<file path="config.mk">
export PLATFORM = sky130hd
export DESIGN_NAME = cbpf_ram
export DESIGN_NICKNAME = d
export VERILOG_FILES = /design/src/design/cbpf_ram.sv
export SDC_FILE = /design/constraint.sdc
export NUM_CORES = 1
export LEC_CHECK = 0
export ABC_CLOCK_PERIOD_IN_PS = 3950
export BUFFER_PORTS_ARGS = -buffer_cell sky130_fd_sc_hd__buf_2
export CAP_MARGIN = 20
export CORE_ASPECT_RATIO = 0.7
export CORE_UTILIZATION = 60
export DETAILED_ROUTE_END_ITERATION = 12
export PLACE_DENSITY = 0.89
export SLEW_MARGIN = 25
export SYNTH_ARGS = -nofsm -noshare
export SYNTH_HDL_FRONTEND = slang
export SYNTH_SLANG_ARGS = --single-unit
</file>
<file path="constraint.sdc">
create_clock -name clock -period 3.95 [get_ports clock]
set_input_delay 0.1975 -clock clock [delete_from_list [all_inputs] [get_ports clock]]
set_output_delay 0.1975 -clock clock [all_outputs]
set_load 0.01 [all_outputs]
</file>
<file path="src/design/cbpf_ram.sv">
`timescale 1ns / 1ps
`default_nettype none
// ----------------------------------------------------------------------------
// cbpf_ram
// Generic single-port RAM, one write or read per cycle, registered read.
// ----------------------------------------------------------------------------
module cbpf_ram #(
   parameter int WIDTH = 32,
   parameter int DEPTH = 16
) (
   input  wire logic                     clock,
   input  wire logic                     wr_en,
   input  wire logic [$clog2(DEPTH)-1:0] addr,
   input  wire logic [WIDTH-1:0]         wr_data,
   output logic      [WIDTH-1:0]         rd_data
);
   logic [WIDTH-1:0] mem [DEPTH];

   always_ff @(posedge clock) begin
      if (wr_en) begin
         mem[addr] <= wr_data;
      end
      rd_data <= mem[addr];
   end
endmodule : cbpf_ram
`default_nettype wire

</file>
## Yosys cells after proc, flatten, opt, wreduce, memory -nomap -nowiden

Memory sizes are Yosys's and may differ from the RTL's. A register that Yosys moved wholly into a read port is not among the register bits.
Index checks and enable logic that the tools add are counted.

- Memory bits (writable): 512
- ROM bits: 0
- Input bits: 38
- Memories: 1
- Bits in registers: 0
- Logic and storage cells: 3
- Bits in latches: 0
- Output and inout port bits: 32

- Shift-type cells: 0
- Order comparisons: 0
- Reduce and logical (&&, ||, !) cells: 0
- $mul: 0
- Div/mod/pow operators: 0
- Mux-type cells: 2
- Eq/ne operators: 0
- Add/sub/neg operators: 0
- Bitwise operators: 0

Memory list:

| name | words | width | rd ports | clocked after Yosys merged registers in | wr ports | line | source |
|---|---|---|---|---|---|---|---|
| mem | 16 | 32 | 1 | 1 | 1 | 17 | `logic [WIDTH-1:0] mem [DEPTH];` |

Operators by type and width:

| kind | count |
|---|---|
| $mux W1 | 2 |

## Depth between registers and ports, before layout

Gate-level depths: netlist of the first run.

- Depth after elaboration: 2
- Mapped depth: 6
- Depth with buffers taken out: 3

## Least setup slack after synthesis of the first run

Ideal clock, no wire load.

- Kind: input to register
- Start: input addr[1]
- End: memory mem[0][0], enable pin
- Required time: 3.489 ns
- Arrival time: 2.978 ns
- Setup slack: 0.511 ns
- Path buffers: 3
- Stages on the path: 4
- Library setup time: 0.461 ns
- Path through: buf_2 > buf_4 > clkbuf_1 > nor3_1

RTL lines:

| item | line | source |
|---|---|---|
| from (decl) | 13 | `input wire logic [$clog2(DEPTH)-1:0] addr,` |
| to (decl) | 17 |  |

No word-level cell before the write port.

## Worst setup path in the final report of the first run

- Start: input addr[0]
- End: memory mem[15][16], enable pin

No word-level cell before the write port.

==> impl_metrics.toml, run 1 <==
[die]
fp.dieH_microns = 154
dieArea_sq_um = 33800
io_pins = 70
core-area_sq_um = 32400
fp-row-count = 55
dieWidth_microns = 219
start_util_pct = 61.3

[layout]
syn2layout_area_growth_pct = 14.3
fin_nets = 1002
layout-drive-gt1-share_pct = 30.7
nFillCells = 1824
n_antenna_cell = 0

[timing]
finalCritPeriodShare_pct = 50.0
maxSlewHeadroom_pct = 35.8
setup_tns_ns = 0
drv_slew = 0
clock_skew_ns = 0.0226
max_slew.worst_pin.slew_ns = 0.963
hold_viol_final = 0
setup_ws_ns = 1.98
fin_crit_ns = 1.97
fmax_mhz = 507
finalSetupViolations = 0
rsz0062_at_grt = "no"

[logic_synthesis]
ys_ff_latch = 544
synth_top_family_by_area = "multiplexers"
netlist_area_sq_um = 19900
ys_warn_count = 0
yosysSeqAreaShare_pct = 80.6
synth_cell_types = 17
synth-simple-area-share_pct = 1.27
syn-num-nets = 878
avgSynthCellArea_sq_um = 23.6
synth-xor-area-share_pct = 0
synthMuxAreaShare_pct = 14.5
synthAdderAreaFrac_pct = 0
netlist_instances = 840
synth_compound_area_share_pct = 2.42

[setup_path]
cp.required_ns = 4.22
critical_path_class = "in -> reg"
endpoint_kind = "register"
path_max_fanout = 55
crit_path_start_kind = "input pin"
arrival_ns = 2.25

[placement]
pre_cts_ws_ns = 1.39
port_buffers = 69
globalplace.congestion = 0.751
dp_hpwl_microns = 23000

[drt]
ant_nets = 0
finalWirelength_microns = 42900
drtIter0Drc = 1145
avgRoutedWirePerCell_microns = 30.0
vias_per_cell = 6.56
via_count = 9369
first_pass_iters = 5
drcViolationCount = 0

[clock_network]
clk_latency_ns = 0.58
numCtsBuffers = 47
tritoncts = "built"
htreeDepth = 2
post_cts_buffers = 0
cts.sink_count = 544
path_clk_slew_ns = 0.06
clockBufferDepth = 3
root_buffer = "clkbuf_16"

[global_route]
grt_pass1_wl_microns = 63000
grt_max_degree = 124
grt_util_all_layers_pct = 26.4
grt_pass1_vias = 9842
antenna_found_initial = 0
grt-ovfl-total = 0

[pwr]
total_leakage_power_uw = 0.00730
peakVddDrop_uv = 456
cellPowerDensity_nw_per_um2 = 505

[hold_path]
hold_path_class = "in -> reg"

[job]
drv_cap = 0

[run_status]
status = "completed"
==> final cells by class <==
type / count / area (sq um) / share of cell area [%]
Timing Repair Buffer: 120 / 975 / 4.29
Clock inverter: 22 / 165 / 0.727
Multi-Input combinational cell: 251 / 3750 / 16.5
Clock buffer: 65 / 1260 / 5.57
Tap cell: 427 / 534 / 2.35
Sequential cell: 544 / 16000 / 70.5
==> stage by stage <==
stage	instances	total power (uW)	utilization, %	hold WS, ns	area, sq um
finish	1429	11500	70.0	0.0273	22700
floorplan	840	6930	-	0.296	19900
CTS	1428	11500	70.0	0.000898	22700
global placement	1318	7150	64.6	0.567	20900
global route	1429	11800	70.0	0.0118	22700
detailed placement	1322	7200	65.0	0.578	21100
==> synthesized netlist by cell type <==
cell type / count / area share (%)
edfxtp_1: 512 / 77
mux4_2: 128 / 15
a22oi_1: 64 / 2.4
nand2_1: 33 / 0.62
dfxtp_1: 32 / 3.2
clkbuf_1: 27 / 0.51
nor2_1: 13 / 0.25
buf_2: 11 / 0.28
buf_6: 6 / 0.34
nor3_1: 4 / 0.10
nand2b_1: 2 / 0.063
nand3b_1: 2 / 0.076
nor2b_1: 2 / 0.063
and2_1: 1 / 0.032
buf_4: 1 / 0.038
nand3_1: 1 / 0.025
or3b_2: 1 / 0.044
==> flip-flops by register name (all words and copies together), names as in the netlist <==
signal   count
rd_data     32
mem        512
==> final timing paths <==
path | start | endpoint | slack (ns) | cells past startpoint
setup reg to reg | mem[8][3] | rd_data[3] | 2.51 | 3
hold reg to reg | mem[6][2] | rd_data[2] | 0.69 | 3
hold / removal | wr_data[3] | mem[1][3] | 0.03 | 1
setup / recovery | addr[0] | mem[15][16] | 1.98 | 4
==> critical path, stage by stage <==
cell	delay (ns)
clkbuf_8	0.51
nand2_1	0.41
nor2_4	0.77
buf_4	0.29
==> power by group <==
part	internal, uW	total, uW	switching [uW]
clock	2380	4370	1990
combinational	255	603	348
sequential	6450	6500	48.4
total	9080	11500	2390
==> layout by cell type (no fill, tap or decap) <==
cell / count
edfxtp_1: 512
buf_2: 67
nand2_1: 33
nor2b_4: 2
clkinv_1: 12
clkbuf_16: 48
buf_12: 7
clkinvlp_4: 2
bufinv_16: 2
clkbuf_8: 1
clkinv_8: 1
clkinv_2: 4
nand3_1: 1
nor2_4: 13
dfxtp_1: 32
dlygate4sd3_1: 19
clkbuf_1: 17
inv_6: 1
a22oi_1: 64
nand3b_1: 2
mux4_2: 128
buf_4: 21
nand2b_1: 2
and2_2: 1
nor3_2: 4
or3b_2: 1
buf_16: 5
==> layer usage <==
metal | wire length [microns] | vias up | share of wire (%) | track usage (%)
li1 | - | 3817 | - | -
met1 | 16300 | 4911 | 38 | 37.7
met2 | 21300 | 543 | 50 | 42.1
met3 | 4060 | 98 | 9.5 | 4.88
met4 | 1270 | 0 | 3.0 | 8.93
met5 | 0 | - | 0 | 0
==> logic make-up after synthesis <==
kind of cell | Yosys count
buffers and inverters | 45
AND/OR/NAND/NOR | 59
AO/OA/AOI/OAI | 64
multiplexers | 128
flip-flops | 544
==> timing repair <==
item	4_1_cts	5_1_grt
hold endpoints to repair	205	0
resized for setup	0	0
hold buffers	19	0
(Power assumes the default switching activity.)
==> inputs of run 2 (changes only) <==
ABC_CLOCK_PERIOD_IN_PS = 1800   (was 3950)
CORE_UTILIZATION = 55   (was 60)
PLACE_DENSITY = 0.86   (was 0.89)
clock period = 1.8 ns   (was 3.95 ns; I/O delays follow)
==> run 2 against run 1 <==
Total power up 130%. Critical path depth is 1 lower. Largest cell class unchanged. Sequential power up 120%. Sequential share of layout area down 2.5 points. Critical endpoint is now rd_data[15]. Sequential cell count unchanged. Register-to-register slack worse by 2.1 ns. Die area rose by 9.0%. Non-clock buffer count grew 47. Final cell count rose by 6.7%. Final area grew 3.7%. Clock power rose by 140%.
==> impl_metrics.toml, run 2 (synthesis gave the netlist of run 1 again) <==
[run_status]
status = "completed"

[setup_path]
cp.required_ns = 2.25
critical_path_class = "reg -> reg"
endpoint_kind = "register"
path_max_fanout = 1
arrival_ns = 1.83
crit_path_start_kind = "register"

[die]
dieWidth_microns = 229
core-area_sq_um = 35100
fp-row-count = 57
start_util_pct = 56.6
dieArea_sq_um = 36900
fp.dieH_microns = 161
io_pins = 70

[pwr]
cellPowerDensity_nw_per_um2 = 1110
peakVddDrop_uv = 729
total_leakage_power_uw = 0.00768

[hold_path]
hold_path_class = "in -> reg"

[timing]
hold_slack_ns = 0.105
maxSlewHeadroom_pct = 59.4
rsz0062_at_grt = "no"
drv_slew = 0
fin_crit_ns = 1.37
fmax_mhz = 729
hold_viol_final = 0
finalSetupViolations = 0
max_slew.worst_pin.slew_ns = 0.610
clock_skew_ns = 0.0139
finalCritPeriodShare_pct = 76.3

[drt]
vias_per_cell = 6.31
via_count = 9621
avgRoutedWirePerCell_microns = 29.1
finalWirelength_microns = 44400
ant_nets = 0
drcViolationCount = 0
drtIter0Drc = 1063
first_pass_iters = 5

[global_route]
grt_max_degree = 29
grt-ovfl-total = 0
grt_util_all_layers_pct = 24.8
grt_pass1_vias = 9970
antenna_found_initial = 1
grt_pass1_wl_microns = 65500

[clock_network]
htreeDepth = 2
post_cts_buffers = 0
clockBufferDepth = 3
cts.sink_count = 544
numCtsBuffers = 48
clk_latency_ns = 0.59
tritoncts = "built"
path_clk_slew_ns = 0.06
root_buffer = "clkbuf_16"

[layout]
largest-register = "mem"
largest_register_ffs = 512
design_area_sq_um = 23600
reg.largest.list = "mem: 512 flops, rd_data: 32 flops"
fin_nets = 1050
final_cell_mix = "edfxtp_1, mux4_2, buf_2, a22oi_1, clkbuf_16"
final_common_cell = "edfxtp_1"
syn2layout_area_growth_pct = 18.6
layout-drive-gt1-share_pct = 33.9

[placement]
port_buffers = 69
dp_hpwl_microns = 24900
placed_area_sq_um = 21600
globalplace.congestion = 0.774

[job]
drv_cap = 0
[run 2: cell count changes in the layout (fill, tap and decap cells not counted), moves of 4 or more]
cell	delta
buf_16	-5
buf_4	+13
nor3_4	+4
buf_12	+25
dlygate4sd3_1	+13
nor3_2	-4
clkbuf_1	-6
[run 2: report_power, final]
part / total [uW] / switching, uW / leakage [uW] / internal [uW]
clock network: 10400 / 4540 / 0.000770 / 5810
registers: 14300 / 108 / 0.00489 / 14200
logic: 1420 / 790 / 0.00201 / 632
[run 2: what timing repair did]
| item | in CTS | in global routing |
|---|---|---|
| endpoints found under the setup margin | 0 | 0 |
| hold endpoints to repair | 512 | 0 |
| hold buffers | 32 | 0 |
| gates resized for setup | 0 | 0 |
[run 2: worst paths after layout]
path | from | cells after the start | slack, ns | to
setup reg to reg | mem[2][15] | 3 | 0.43 | rd_data[15]
hold / removal | addr[1] | 4 | 0.11 | rd_data[20]
hold reg to reg | mem[14][28] | 3 | 0.67 | rd_data[28]
setup / recovery | mem[2][15] | 3 | 0.43 | rd_data[15]
[run 2: area by class of cell]
class	count	area (sq um)
Clock inverter	28	299
Timing Repair Buffer	167	1580
Multi-Input combinational cell	251	3780
Clock buffer	62	1280
Fill cell	2099	11500
Antenna cell	1	2.50
Sequential cell	544	16000
Tap cell	472	591
[run 2: worst max-delay path, cell delays in order (launching register included)]
cell and delay (ns):
edfxtp_1 0.37, mux4_2 0.48, a22oi_1 0.27, nand2_1 0.12
[run 2: through the flow]
| step | TNS (ns) | power, uW | std cells | util [%] | setup slack, ns |
|---|---|---|---|---|---|
| detailed placement | 0 | 15900 | 1402 | 61.7 | 0.108 |
| global placement | 0 | 15800 | 1402 | 61.7 | 0.165 |
| CTS | 0 | 26200 | 1524 | 67.1 | 0.394 |
| global route | 0 | 26700 | 1524 | 67.1 | 0.385 |
| floorplan | -1.03 | 15200 | 840 | - | -0.0193 |
| finish | 0 | 26000 | 1525 | 67.1 | 0.427 |
[run 2: layer usage]
layer,wire (microns),GRT usage [%],up-vias
met1,18100,35.7,5135
met5,0,0,-
met2,21800,39.5,489
met4,888,6.76,0
met3,3620,4.86,75
li1,-,-,3922
==> inputs of run 3 (changes only) <==
ABC_AREA = 1   (was unset)
ABC_CLOCK_PERIOD_IN_PS = 1400   (was 1800)
CORE_UTILIZATION = 60   (was 55)
PLACE_DENSITY = 0.88   (was 0.86)
clock period = 1.4 ns   (was 1.8 ns; I/O delays follow)
==> run 3 against run 2 <==
Total power increased by 32%. Utilization increased by 3.8 points. Wire length increased by 19%. Final cell count is 80% higher. Non-clock buffer count fell by 3. Critical endpoint is now rd_data[19].
==> impl_metrics.toml, run 3 <==
[run_status]
status = "completed"

[drt]
via_count = 15100
drcViolationCount = 0
ant_nets = 0
first_pass_iters = 6
vias_per_cell = 5.49
avgRoutedWirePerCell_microns = 19.3
finalWirelength_microns = 53000
drtIter0Drc = 1792

[layout]
post-route-util_pct = 70.9
final-seq-area_sq_um = 16000
nFillCells = 2296
fin_nets = 2267
largest-register = "mem"
reg.largest.list = "mem: 512 flops, rd_data: 32 flops"
multi_input_area_sq_um = 5450
final_common_cell = "nand2_1"
syn2layout_area_growth_pct = 15.6
layout-drive-gt1-share_pct = 9.96
largest_register_ffs = 512
n_antenna_cell = 0
final_cell_mix = "nand2_1, edfxtp_1, inv_1, buf_2, clkbuf_16"

[setup_path]
critPathTopFamily = "flip-flops"
r2r_slack_ns = 0.27
max_stage_delay_ns = 0.42
timing.rr.start = "mem[10][30]"
cp.required_ns = 1.33
crit_path_start_kind = "register"
path_max_fanout = 1
critical_path_class = "reg -> out"
reg2reg_depth = 8
slowest_stage = "dfxtp_1"
worst-path-buf-inv = 1
path_cells = "buf_2"
timing.rr.end = "rd_data[30]"
endpoint_kind = "primary output"
arrival_ns = 1.16

[die]
fp.dieH_microns = 163
core-area_sq_um = 36200
start_util_pct = 61.3
dieWidth_microns = 232
io_pins = 70
fp-row-count = 58
dieArea_sq_um = 37800

[hold_path]
hold_depth = 8
hold_path_class = "in -> reg"
min_to = "rd_data[29]"
hold_path_startpoint = "addr[1]"

[clock_network]
path_clk_slew_ns = 0.07
numCtsBuffers = 48
tritoncts = "built"
clk_latency_ns = 0.57
cts_hold_buf = 32
cts_resized = 0
root_buffer = "clkbuf_16"
htreeDepth = 2
clockBufferDepth = 3
post_cts_buffers = 0
cts.sink_count = 544

[timing]
rsz0062_at_grt = "no"
hold_viol_final = 0
finalCritPeriodShare_pct = 88.0
finalSetupViolations = 0
maxSlewHeadroom_pct = 66.6
clock_skew_ns = 0.0208
max_slew.worst_pin.slew_ns = 0.501
hold_slack_ns = 0.0956
fmax_mhz = 811
drv_slew = 0
fin_crit_ns = 1.23

[logic_synthesis]
syn-num-nets = 2151
synth_area_leaders = "edfxtp_1, nand2_1, dfxtp_1"
avgSynthCellArea_sq_um = 10.5
synth_cell_types = 13
ys_warn_count = 0
ys_ff_latch = 544
async_flop_share_pct = 0
synth-main-ff-cell = "edfxtp_1"
yosysSeqAreaShare_pct = 72.1
netlist.top_cell.by_area = "edfxtp_1"
netlist_area_sq_um = 22200
synth_edf_count = 512
ys_top_cells_by_count = "nand2_1, edfxtp_1, inv_1, buf_2, dfxtp_1"
synth_top_area_share_pct = 69.2
synth_most_common_cell = "nand2_1"
netlist_instances = 2113

[global_route]
grt_pass1_wl_microns = 82600
grt_pass1_vias = 15300
antenna_found_initial = 1
grt_util_all_layers_pct = 28.8
grt-ovfl-total = 0
grt_max_degree = 69

[placement]
port_buffers = 69
dp_hpwl_microns = 30500
globalplace.congestion = 0.833

[pwr]
finalPower_uw = 34300
cellPowerDensity_nw_per_um2 = 1340
peakVddDrop_uv = 978
total_leakage_power_uw = 0.0109

[job]
drv_cap = 0
## run 3: cell count changes in the layout (fill, tap and decap cells not counted), sizes merged, moves of 3 or more
cell	delta
nand2	+1345
mux4	-128
inv	+69
a22oi	-64
clkbuf	+10
clkinv	-9
nor2	+5
nor3	-4
nand3	+3
## run 3: cells by family (layout without fill, tap and decap cells)
group / Yosys count / after routing / synth area share, %
buffers and inverters: 169 / 324 / 4.22
flip-flops: 544 / 544 / 72.1
AND/OR/NAND/NOR: 1400 / 1400 / 23.7
## run 3: worst max-delay path by stage
| stage | depth (start not counted) | from | slack [ns] | endpoint |
|---|---|---|---|---|
| after floorplan | 6 | addr[0] | -0.19 | mem[0][0] |
| after global placement | 9 | addr[3] | 0.08 | rd_data[30] |
| after detailed placement | 11 | addr[0] | 0.02 | rd_data[10] |
| after CTS | 1 | rd_data[19] | 0.17 | rd_data[19] |
| after global routing | 1 | rd_data[21] | 0.17 | rd_data[21] |
| final | 1 | rd_data[19] | 0.17 | rd_data[19] |
## run 3: per-layer routing
metal	share of wire (%)	track usage, %	vias up
li1	-	-	6991
met1	38	37.0	7140
met2	50	49.7	831
met3	8.8	4.57	129
met4	3.0	10.6	2
met5	0.015	0	-
## run 3: area by class of cell
class	instances	area share [%]
Timing Repair Buffer	164	6.76
Inverter	71	1.08
Clock buffer	73	5.36
Multi-Input combinational cell	1400	21.2
Sequential cell	544	62.4
Tap cell	480	2.34
Clock inverter	16	0.872
## run 3: stage by stage
step,instances,cell area (sq um),TNS [ns],worst slack [ns]
floorplan,2113,22400,-78.79,-0.187
global placement,2627,23800,0,0.0758
detailed placement,2627,23800,0,0.0171
CTS,2748,25700,0,0.167
global route,2748,25700,0,0.167
finish,2748,25700,0,0.168
## run 3: power breakdown
group | total (uW) | switching, uW | internal, uW
clock network | 13500 | 5810 | 7730
registers | 18300 | 121 | 18200
logic | 2430 | 1670 | 753
total | 34300 | 7600 | 26700
